### src/rtl/lsbx_pkg.sv
// shared types and constants for the lsb stego payload extractor
package lsbx_pkg;

	localparam int KEY_BYTES = 8;
	localparam int KEY_POS_W = (KEY_BYTES > 1) ? $clog2(KEY_BYTES) : 1;
	localparam int KEY_LEN_W = 4;
	localparam int CFG_IDX_W = 2;
	localparam int CFG_DATA_W = 64;
	localparam int HDR_IDX_W = 4;

	localparam logic [HDR_IDX_W-1:0] HDR_LAST_IDX = HDR_IDX_W'(8);
	localparam logic [HDR_IDX_W-1:0] HDR_CIPHER_IDX = HDR_IDX_W'(4);

	localparam logic [31:0] FNV_BASIS = 32'h811C_9DC5;
	localparam logic [31:0] FNV_PRIME = 32'd16777619;
	localparam logic [63:0] FNV_SEED_WIDE = 64'(FNV_BASIS) * 64'(FNV_PRIME);
	// basis already multiplied by the prime, ready for the first message byte
	localparam logic [31:0] FNV_SEED_PROD = FNV_SEED_WIDE[31:0];

	// configuration register indexes
	localparam logic [CFG_IDX_W-1:0] CFG_CAESAR_SHIFT = 2'd0;
	localparam logic [CFG_IDX_W-1:0] CFG_KEY_BYTES = 2'd1;
	localparam logic [CFG_IDX_W-1:0] CFG_KEY_LENGTH = 2'd2;

	// cipher ids
	localparam logic [7:0] CID_PLAIN = 8'd0;
	localparam logic [7:0] CID_SHIFT = 8'd1;
	localparam logic [7:0] CID_KEYED = 8'd2;

	// result status codes
	localparam logic [1:0] ST_OK = 2'd0;
	localparam logic [1:0] ST_SUM_BAD = 2'd1;
	localparam logic [1:0] ST_BAD_CIPHER = 2'd2;
	localparam logic [1:0] ST_TRUNCATED = 2'd3;

	typedef enum logic [2:0] {
		PH_HEADER = 3'b001,
		PH_MESSAGE = 3'b010,
		PH_SKIP = 3'b100
	} phase_t;

	typedef struct packed {
		logic [7:0] pixel_byte;
		logic end_of_image;
	} in_item_t;

	typedef struct packed {
		logic [7:0] plain_byte;
		logic byte_valid;
		logic is_last;
		logic [1:0] status;
	} out_item_t;

endpackage

### src/rtl/lsb_stego_payload_extractor_core.sv
// lsb stego payload extractor: header parse, fnv-1 check, decrypt, one result per byte
// an item sits in the input register, its result (if any) then in the result register
// throughput: one image byte per cycle while no result stalls; the input register and
//   the result register advance together; a stall holds both and sets in_stall
// reset: arst_n clears the control state, the configuration registers go to
//   caesar_shift 0, key 0, key_length 1; the extractor starts in the header phase
module lsb_stego_payload_extractor_core (
	input  logic clk,
	input  logic arst_n,
	input  logic in_valid,
	output logic in_stall,
	input  lsbx_pkg::in_item_t in_item,
	output logic out_valid,
	input  logic out_stall,
	output lsbx_pkg::out_item_t out_item,
	input  logic cfg_we,
	input  logic [lsbx_pkg::CFG_IDX_W-1:0] cfg_index,
	input  logic [lsbx_pkg::CFG_DATA_W-1:0] cfg_wdata
);
	import lsbx_pkg::*;

	// configuration registers
	logic [7:0] caesar_shift_q;
	logic [CFG_DATA_W-1:0] key_bytes_q;
	logic [KEY_LEN_W-1:0] key_length_q;

	// input register
	logic valid_s1;
	in_item_t item_s1;

	// extractor state
	phase_t phase_q, phase_n;
	logic [2:0] bit_pos_q, bit_pos_n;
	logic [7:0] gather_q, gather_n;
	logic [HDR_IDX_W-1:0] hdr_idx_q, hdr_idx_n;
	logic [31:0] length_q, length_n;
	logic [7:0] cipher_q, cipher_n;
	logic [31:0] stored_q, stored_n;
	// running checksum already multiplied by the prime, so a message byte only xors
	logic [31:0] mulsum_q, mulsum_n;
	logic [31:0] bytes_left_q, bytes_left_n;
	logic [KEY_POS_W-1:0] key_pos_q, key_pos_n;

	// result register
	logic out_valid_q;
	out_item_t out_item_q;

	// per-item datapath
	logic advance;
	logic emit;
	out_item_t result;
	logic [7:0] gathered;
	logic byte_done;
	logic eoi;
	logic [31:0] stored_full;
	logic [31:0] new_sum;
	logic [31:0] sum_prod;
	logic [7:0] key_byte;
	logic [7:0] plain;
	logic [KEY_LEN_W-1:0] key_len_act;
	logic [KEY_LEN_W-1:0] key_pos_inc;
	logic [1:0] stored_sel;

	// the input register moves whenever the result register can take a new value
	assign advance = valid_s1 && !(out_valid_q && out_stall);
	assign in_stall = valid_s1 && !advance;

	assign out_valid = out_valid_q;
	assign out_item = out_item_q;

	// configuration writes
	always_ff @(posedge clk or negedge arst_n) begin
		if (!arst_n) begin
			caesar_shift_q <= '0;
			key_bytes_q <= '0;
			key_length_q <= KEY_LEN_W'(1);
		end else if (cfg_we) begin
			unique case (cfg_index)
				CFG_CAESAR_SHIFT: caesar_shift_q <= cfg_wdata[7:0];
				CFG_KEY_BYTES: key_bytes_q <= cfg_wdata;
				CFG_KEY_LENGTH: key_length_q <= cfg_wdata[KEY_LEN_W-1:0];
				default: ;
			endcase
		end
	end

	// input register
	always_ff @(posedge clk or negedge arst_n) begin
		if (!arst_n) begin
			valid_s1 <= 1'b0;
		end else if (!in_stall) begin
			valid_s1 <= in_valid;
		end
	end

	always_ff @(posedge clk) begin
		if (!in_stall) begin
			item_s1 <= in_item;
		end
	end

	// payload bit collection, lsb first
	assign eoi = item_s1.end_of_image;
	assign gathered = gather_q | (8'(item_s1.pixel_byte[0]) << bit_pos_q);
	assign byte_done = (bit_pos_q == 3'd7);

	// checksum bytes sit at header places five to eight
	assign stored_sel = 2'(hdr_idx_q - HDR_IDX_W'(5));
	assign stored_full = {gathered, stored_q[23:0]};

	// fnv-1 fold and pre-multiply for the following byte, low 32 bits only
	assign new_sum = mulsum_q ^ {24'd0, gathered};
	assign sum_prod = new_sum * FNV_PRIME;

	// vigenere key selection; a key length of zero acts as one, too large as the maximum
	always_comb begin
		if (key_length_q == '0) begin
			key_len_act = KEY_LEN_W'(1);
		end else if (key_length_q > KEY_LEN_W'(KEY_BYTES)) begin
			key_len_act = KEY_LEN_W'(KEY_BYTES);
		end else begin
			key_len_act = key_length_q;
		end
	end

	assign key_pos_inc = KEY_LEN_W'(key_pos_q) + KEY_LEN_W'(1);
	assign key_byte = key_bytes_q[{key_pos_q, 3'b000} +: 8];

	always_comb begin
		case (cipher_q)
			CID_SHIFT: plain = gathered - caesar_shift_q;
			CID_KEYED: plain = gathered - key_byte;
			default: plain = gathered;
		endcase
	end

	// next state and result for the item in the input register
	always_comb begin
		phase_n = phase_q;
		bit_pos_n = bit_pos_q;
		gather_n = gather_q;
		hdr_idx_n = hdr_idx_q;
		length_n = length_q;
		cipher_n = cipher_q;
		stored_n = stored_q;
		mulsum_n = mulsum_q;
		bytes_left_n = bytes_left_q;
		key_pos_n = key_pos_q;
		emit = 1'b0;
		result = '0;

		unique case (phase_q)
			PH_SKIP: begin
				// nothing until the image ends
				if (eoi) begin
					phase_n = PH_HEADER;
				end
			end
			PH_HEADER, PH_MESSAGE: begin
				if (!byte_done) begin
					bit_pos_n = bit_pos_q + 3'd1;
					gather_n = gathered;
					if (eoi) begin
						emit = 1'b1;
						result.is_last = 1'b1;
						result.status = ST_TRUNCATED;
						phase_n = PH_HEADER;
					end
				end else begin
					bit_pos_n = '0;
					gather_n = '0;
					if (phase_q == PH_HEADER) begin
						case (hdr_idx_q) inside
							[4'd0:4'd3]: length_n[{hdr_idx_q[1:0], 3'b000} +: 8] = gathered;
							HDR_CIPHER_IDX: cipher_n = gathered;
							default: stored_n[{stored_sel, 3'b000} +: 8] = gathered;
						endcase
						if (hdr_idx_q != HDR_LAST_IDX) begin
							hdr_idx_n = hdr_idx_q + HDR_IDX_W'(1);
							if (eoi) begin
								emit = 1'b1;
								result.is_last = 1'b1;
								result.status = ST_TRUNCATED;
								phase_n = PH_HEADER;
							end
						end else if (cipher_q > CID_KEYED) begin
							emit = 1'b1;
							result.is_last = 1'b1;
							result.status = ST_BAD_CIPHER;
							phase_n = eoi ? PH_HEADER : PH_SKIP;
						end else if (length_q == '0) begin
							// empty message: check against the bare basis
							emit = 1'b1;
							result.is_last = 1'b1;
							result.status = (stored_full != FNV_BASIS) ? ST_SUM_BAD : ST_OK;
							phase_n = eoi ? PH_HEADER : PH_SKIP;
						end else begin
							bytes_left_n = length_q;
							phase_n = PH_MESSAGE;
							if (eoi) begin
								emit = 1'b1;
								result.is_last = 1'b1;
								result.status = ST_TRUNCATED;
								phase_n = PH_HEADER;
							end
						end
					end else begin
						mulsum_n = sum_prod;
						bytes_left_n = bytes_left_q - 32'd1;
						if (cipher_q == CID_KEYED) begin
							key_pos_n = (key_pos_inc >= key_len_act) ? '0 :
								KEY_POS_W'(key_pos_inc);
						end
						emit = 1'b1;
						result.plain_byte = plain;
						result.byte_valid = 1'b1;
						if (bytes_left_q == 32'd1) begin
							result.is_last = 1'b1;
							result.status = (new_sum != stored_q) ? ST_SUM_BAD : ST_OK;
							phase_n = eoi ? PH_HEADER : PH_SKIP;
						end else if (eoi) begin
							result.is_last = 1'b1;
							result.status = ST_TRUNCATED;
							phase_n = PH_HEADER;
						end
					end
				end
			end
			default: phase_n = PH_HEADER;
		endcase

		// end of image always restarts the extractor for the next one
		if (eoi) begin
			phase_n = PH_HEADER;
			bit_pos_n = '0;
			gather_n = '0;
			hdr_idx_n = '0;
			mulsum_n = FNV_SEED_PROD;
			bytes_left_n = '0;
			key_pos_n = '0;
		end
	end

	// control state
	always_ff @(posedge clk or negedge arst_n) begin
		if (!arst_n) begin
			phase_q <= PH_HEADER;
			bit_pos_q <= '0;
			gather_q <= '0;
			hdr_idx_q <= '0;
			mulsum_q <= FNV_SEED_PROD;
			bytes_left_q <= '0;
			key_pos_q <= '0;
			cipher_q <= '0;
		end else if (advance) begin
			phase_q <= phase_n;
			bit_pos_q <= bit_pos_n;
			gather_q <= gather_n;
			hdr_idx_q <= hdr_idx_n;
			mulsum_q <= mulsum_n;
			bytes_left_q <= bytes_left_n;
			key_pos_q <= key_pos_n;
			cipher_q <= cipher_n;
		end
	end

	// header fields, always fully written before use
	always_ff @(posedge clk) begin
		if (advance) begin
			length_q <= length_n;
			stored_q <= stored_n;
		end
	end

	// result register
	always_ff @(posedge clk or negedge arst_n) begin
		if (!arst_n) begin
			out_valid_q <= 1'b0;
		end else if (advance) begin
			out_valid_q <= emit;
		end else if (!out_stall) begin
			out_valid_q <= 1'b0;
		end
	end

	always_ff @(posedge clk) begin
		if (advance) begin
			out_item_q <= result;
		end
	end

	// a result without a message byte is always the final one
	assert property (@(posedge clk) disable iff (!arst_n)
		out_valid |-> (out_item.byte_valid || out_item.is_last))
		else $error("result without byte and without is_last");

	// status is only reported on the final result
	assert property (@(posedge clk) disable iff (!arst_n)
		(out_valid && !out_item.is_last) |-> (out_item.status == ST_OK))
		else $error("status on a non-final result");

	// skip phase is only entered on a byte boundary
	assert property (@(posedge clk) disable iff (!arst_n)
		(phase_q == PH_SKIP) |-> (bit_pos_q == 3'd0 && gather_q == 8'd0))
		else $error("skip phase with partial byte");

	// message phase always has bytes to go
	assert property (@(posedge clk) disable iff (!arst_n)
		(phase_q == PH_MESSAGE) |-> (bytes_left_q != 32'd0))
		else $error("message phase with no bytes left");

endmodule
### config.mk
export PLATFORM = sky130hd
export DESIGN_NAME = lsb_stego_payload_extractor_core
export DESIGN_NICKNAME = d
export VERILOG_FILES = /design/src/rtl/lsbx_pkg.sv /design/src/rtl/lsb_stego_payload_extractor_core.sv
export SDC_FILE = /design/constraint.sdc
export NUM_CORES = 1
export LEC_CHECK = 0
export ABC_CLOCK_PERIOD_IN_PS = 7300
export BUFFER_PORTS_ARGS = -buffer_cell sky130_fd_sc_hd__buf_4
export CORE_ASPECT_RATIO = 1.1
export CORE_MARGIN = 2
export CORE_UTILIZATION = 62
export DETAILED_ROUTE_END_ITERATION = 6
export GPL_TIMING_DRIVEN = 0
export PLACE_DENSITY = 0.79
export SYNTH_ARGS = -nofsm -noshare
export SYNTH_HDL_FRONTEND = slang
export SYNTH_SLANG_ARGS = --single-unit
### constraint.sdc
create_clock -name clk -period 7.3 [get_ports clk]
set_input_delay 2.19 -clock clk [delete_from_list [all_inputs] [get_ports clk]]
set_output_delay 2.19 -clock clk [all_outputs]
set_load 0.005 [all_outputs]
# Word-level counts from Yosys, hierarchy flattened
# Index checks and enable logic that the tools add are counted.
dict set report op_classes {
  eq_ne 22
  shifts 6
  reduce_logical 29
  bitwise_logic 6
  muxes 60
  addsub 9
  mul 1
  magnitude_cmp 5
}
# operator n
set ops {}
lappend ops {{$mux 32} 11}
lappend ops {{$mux 3} 23}
lappend ops {{$bwmux 32} 2}
lappend ops {{$shift 8x7->32 const A} 2}
lappend ops {{$shiftx 64x7->8} 1}
lappend ops {{$shiftx 8x7->32} 2}
lappend ops {{$eq 32x1->1 const B} 1}
lappend ops {{$logic_not 32->1} 1}
lappend ops {{$mul 32x25->32 const B} 1}
lappend ops {{$ne 32x32->1} 1}
lappend ops {{$ne 32x32->1 const B} 1}
lappend ops {{$sub 32x1->32 const B} 1}
lappend ops {{$xor 32x8->32} 1}
lappend ops {{$mux 4} 7}
lappend ops {{$mux 8} 3}
lappend ops {{$reduce_and 5->1} 4}
lappend ops {{$reduce_and 6->1} 3}
lappend ops {{$pmux 8 s2} 1}
lappend ops {{$sub 8x8->8} 2}
lappend ops {{$neg 5->7} 2}
lappend ops {{$mux 1} 12}
lappend ops {{$ne 3x3->1 const B} 4}
lappend ops {{$ne 4x4->1 const B} 3}
lappend ops {{$reduce_and 2->1} 5}
lappend ops {{31 further kinds} 44}
dict set report word_totals {
  register_bits 249
  word_cells 159
  inputBits 80
  output_inout_bits 14
}

# Longest topological paths before layout
dict set report depth {
  word_depth 10
  mapped_depth 22
  mapped_depth_nobuf 22
}

# Least setup slack after synthesis
# OpenSTA, ideal clock, no wires.
dict set report synth_timing {
  kind {reg2reg}
  start {register bit_pos_q[0]}
  end {register mulsum_q[21]}
  setup_slack_ps 1390
  t_required_ps 7178
  path_stages_with_launch 22
  t_arrival_ps 5788
  synth_period_minus_slack_ps 5910
  setup_ps 122
  n_path_buf 0
  cell_sequence {dfrtp_1 nor2b_4 a31oi_2 xnor2_1 ha_1 ha_1 fa_1 ha_1 fa_1 ha_1 inv_1 fa_1 inv_1 ha_1 a21oi_1 o21ai_1 a2111oi_4 nor3_2 o21ai_1 a21oi_1 or3_1 a32o_1}
}
dict set report synth_via {
  elab_chain_len 8
  word_cells_on_any_way 11
  cone_classes {1 x mul; 1 x eq/ne; 1 x shift; 4 x mux; 2 x bitwise; 2 x reduce/logical}
}
# element line_no
set synth_lines {}
lappend synth_lines {{from (decl)} lsb_stego_payload_extractor_core.sv:33} ;# logic [2:0] bit_pos_q, bit_pos_n;
lappend synth_lines {{from (signal assigned)} lsb_stego_payload_extractor_core.sv:257} ;# bit_pos_q <= bit_pos_n;
lappend synth_lines {{$shl 1x3->8} lsb_stego_payload_extractor_core.sv:104} ;# assign gathered = gather_q | (8'(item_s1.pixel_byte[0]) << bit_pos_q);
lappend synth_lines {{$or 8x8->8} lsb_stego_payload_extractor_core.sv:104}
lappend synth_lines {{$xor 32x8->32} lsb_stego_payload_extractor_core.sv:112} ;# assign new_sum = mulsum_q ^ {24'd0, gathered};
lappend synth_lines {{$mul 32x25->32} lsb_stego_payload_extractor_core.sv:113} ;# assign sum_prod = new_sum * FNV_PRIME;
lappend synth_lines {{$mux 32} lsb_stego_payload_extractor_core.sv:172} ;# if (phase_q == PH_HEADER) begin
lappend synth_lines {{$mux 32} lsb_stego_payload_extractor_core.sv:160} ;# if (!byte_done) begin
lappend synth_lines {{$mux 32} lsb_stego_payload_extractor_core.sv:152} ;# unique case (phase_q)
lappend synth_lines {{$mux 32} lsb_stego_payload_extractor_core.sv:233} ;# if (eoi) begin
lappend synth_lines {{to (signal assigned)} lsb_stego_payload_extractor_core.sv:260} ;# mulsum_q <= mulsum_n;
lappend synth_lines {{to (decl)} lsb_stego_payload_extractor_core.sv:40} ;# logic [31:0] mulsum_q, mulsum_n;
# Parallel ways exist; a longest one is shown, timed or not. The select of a mux whose other input is x is not followed.
# A chain may end at the register's enable or synchronous reset.

# Worst setup path in the final report
dict set report layout_timing {
  start {register bit_pos_q[2]}
  end {register mulsum_q[21]}
}
# Same word-level chain as after synthesis.

==> metrics.csv <==
stage;metric;value;unit
hold_path;hold_class;reg2reg;
flow_run;cap_violations;0;
drt;via_count;13600;
drt;wl;44.5;mm
sta;finalCritPeriodShare;93.6;%
die;pin_count;94;
worst_setup_path;worstPathArrival;7250;ps
worst_setup_path;worstPathRequired;7720;ps
sta;setup_viol;0;
sta;slew_viol_final;0;
place;dp_hpwl;33.7;mm
drt;avgRoutedWirePerCell;20.0;um
place;io_buffers;86;
die;core.rowCount;65;
global_routing;antenna_found_initial;0;
clocking;cts_hold_buffers;0;
pwr;ir_drop;0.613;mV
synth;ys_types;85;
pwr;internal_power;4.53;mW
outcome;status;complete, no violations;
clocking;cts_max_level;1;
clocking;cts_tree;built;
synth;synth_ff_type;dfrtp_1;
sta;fmax;146;MHz
drt;drt-pass1-iter-count;6;
clocking;post_cts_buffers;0;
finish;nNetsFinal;2200;
sta;relSlewSlack;10.8;%
clocking;clockBufferDepth;3;
die;die_h;182;um
finish;antenna_cells;0;
die;start_util;62.7;%
drt;drc_errors;0;
pwr;clkPwrFrac;15.6;%
synth;syn_area_per_cell;10.4;um^2
clocking;clkSinkCount;249;
drt;drt_iter0_drc;1064;
sta;finalHoldViolCount;0;
synth;syn_inst;1727;
die;core;28600;um^2
synth;syn_area;18000;um^2
worst_setup_path;critPathCaptureType;register;
die;die_x;166;um
pwr;power_frac_seq;21.7;%
sta;fin_crit;6830;ps
synth;synth-edff-count;78;
finish;area_growth;11.0;%
synth;synth_seq_cells;249;
synth;ys_seq_area_share;37.0;%
synth;ys_async_sr_fraction;68.7;%
sta;hold_slack;505;ps
sta;tightest_slew;1330;ps
finish;final_cell_mix;215 x inv_1, 205 x ha_1, 182 x nor2_1;
global_routing;grt_max_degree;95;
finish;final_common_cell;inv_1;
worst_setup_path;setup.worst_path.start_class;register;
global_routing;grt_overflow;0;
finish;drive_gt1_share;15.4;%
hold_path;worstHoldStart;key_bytes_q[57];
pwr;p_comb_share;62.7;%
clocking;cts_root_buffer;clkbuf_16;
synth;ys.warnings.count;0;
clocking;clkLatencyLatePin;530;ps
die;design.die.area;30300;um^2
sta;clock-skew-final;15.9;ps
global_routing;grt_util_all_layers;30.1;%
place;place.gp.congestion;0.929;
global_routing;grt_pass1_vias;14300;
pwr;p_leak;9.19;nW
drt;postRouteAntennaNets;0;
clocking;ctsResizeCount;0;
sta;rsz0062_at_grt;no;
worst_setup_path;rr_startpoint;bit_pos_q[2];
worst_setup_path;critical_path_class;reg2reg;
global_routing;grt_pass1_wl;73.1;mm
drt;routed_via_density;6.11;
pwr;power.share.switching;45.9;%
pwr;p_switching;3.85;mW
sta;fin_setup_tns;0;ps
clocking;clk_pin_slew;70;ps
worst_setup_path;critPathMaxFanout;7;
worst_setup_path;crit_start;bit_pos_q[2];
clocking;numCtsBuffers;24;
pwr;power.density;420;nW/um^2
synth;synth.net_count;2087;
[cell families (layout without fill, tap and decap cells)]
group / after synthesis / after routing / synth area share [%]
xor+xnor: 89 / 89 / 4.53
compound gates: 309 / 309 / 11.1
simple gates: 421 / 421 / 11.5
flops: 249 / 249 / 37.0
fa+ha+maj: 280 / 280 / 22.6
mux: 104 / 104 / 7.46
buf+inv: 275 / 406 / 5.82
[cells in the mapped netlist (all sizes together) (13+ instances only)]
cell | count | share of area [%]
a21o | 19 | 0.79
a21oi | 92 | 2.7
and2 | 16 | 0.56
clkbuf | 46 | 0.96
dfrtp | 155 | 22
dfstp | 16 | 2.3
edfxtp | 78 | 13
fa | 75 | 8.4
ha | 205 | 14
inv | 217 | 4.5
mux2 | 78 | 4.9
mux4 | 16 | 2.0
nand2 | 66 | 1.4
nand3 | 22 | 0.64
nand4 | 13 | 0.49
nor2 | 182 | 3.8
nor3 | 38 | 1.2
nor4 | 26 | 1.0
o21ai | 106 | 3.0
xnor2 | 44 | 2.3
xor2 | 45 | 2.2
[power groups by stage]
stage,clock network (mW),registers (mW),logic [mW]
6_report,1.30,1.82,5.25
3_3_place_gp,0,1.82,5.01
2_1_floorplan,0,1.79,4.02
3_5_place_dp,0,1.84,5.13
4_1_cts,1.31,1.81,5.20
5_1_grt,1.36,1.85,5.88
[layout make-up]
| class | count | area (um^2) |
|---|---|---|
| Sequential cell | 249 | 6640 |
| Inverter | 217 | 815 |
| Multi-Input combinational cell | 1203 | 10300 |
| Clock buffer | 26 | 608 |
| Timing Repair Buffer | 87 | 681 |
| Tap cell | 368 | 460 |
| Fill cell | 2115 | 8700 |
| Buffer | 58 | 230 |
| Clock inverter | 18 | 213 |
[critical path, stage by stage (launching register included)]
cell and delay, ps:
dfrtp_1 530, nor2_1 270, a31oi_2 290, xnor2_1 850, and2_1 330, ha_1 280
fa_1 510, ha_1 230, fa_1 480, ha_1 290, inv_1 50, fa_1 530
inv_1 40, ha_1 370, a21oi_1 170, o21ai_1 120, a2111oi_4 420, nor3_2 130
o21ai_1 170, a21oi_1 100, or3_1 310, a32o_1 240
[through the flow]
stage / power [mW] / cell area, um^2 / std cells / util (%) / setup slack, ps
after global routing: 9.08 / 19900 / 2226 / 69.6 / 134
final: 8.37 / 19900 / 2226 / 69.6 / 466
after global placement: 6.83 / 19100 / 2181 / 66.6 / 412
after CTS: 8.32 / 19900 / 2226 / 69.6 / 319
after floorplan: 5.81 / 18000 / 1727 / - / 1390
after detailed placement: 6.97 / 19100 / 2182 / 66.7 / 335
[layer usage]
layer,GRT usage (%),up-vias,share of wire [%]
li1,-,6213,-
met1,36.1,6698,38
met2,53.9,565,50
met3,4.42,134,6.7
met4,13.9,0,4.8
met5,0,-,0
[worst paths after layout]
| kind | endpoint | slack (ps) | cells after the start |
|---|---|---|---|
| max | mulsum_q[21] | 470 | 21 |
| max reg2reg | mulsum_q[21] | 470 | 21 |
| min in group asynchronous | bytes_left_q[20] | 1680 | 1 |
| min | key_bytes_q[57] | 500 | 1 |
| max in group asynchronous | mulsum_q[4] | 4710 | 2 |
| min reg2reg | key_bytes_q[57] | 500 | 1 |
[registers in the layout, indices dropped and copies added (netlist names), 3 cells and up]
| register | count |
|---|---|
| key_bytes_q | 64 |
| bytes_left_q | 32 |
| length_q | 32 |
| mulsum_q | 32 |
| stored_q | 32 |
| out_item | 12 |
| caesar_shift_q | 8 |
| cipher_q | 8 |
| gather_q | 8 |
| hdr_idx_q | 4 |
| key_length_q | 4 |
| bit_pos_q | 3 |
| key_pos_q | 3 |
| phase_q | 3 |
No activity file was read; power rests on OpenSTA's default activity.
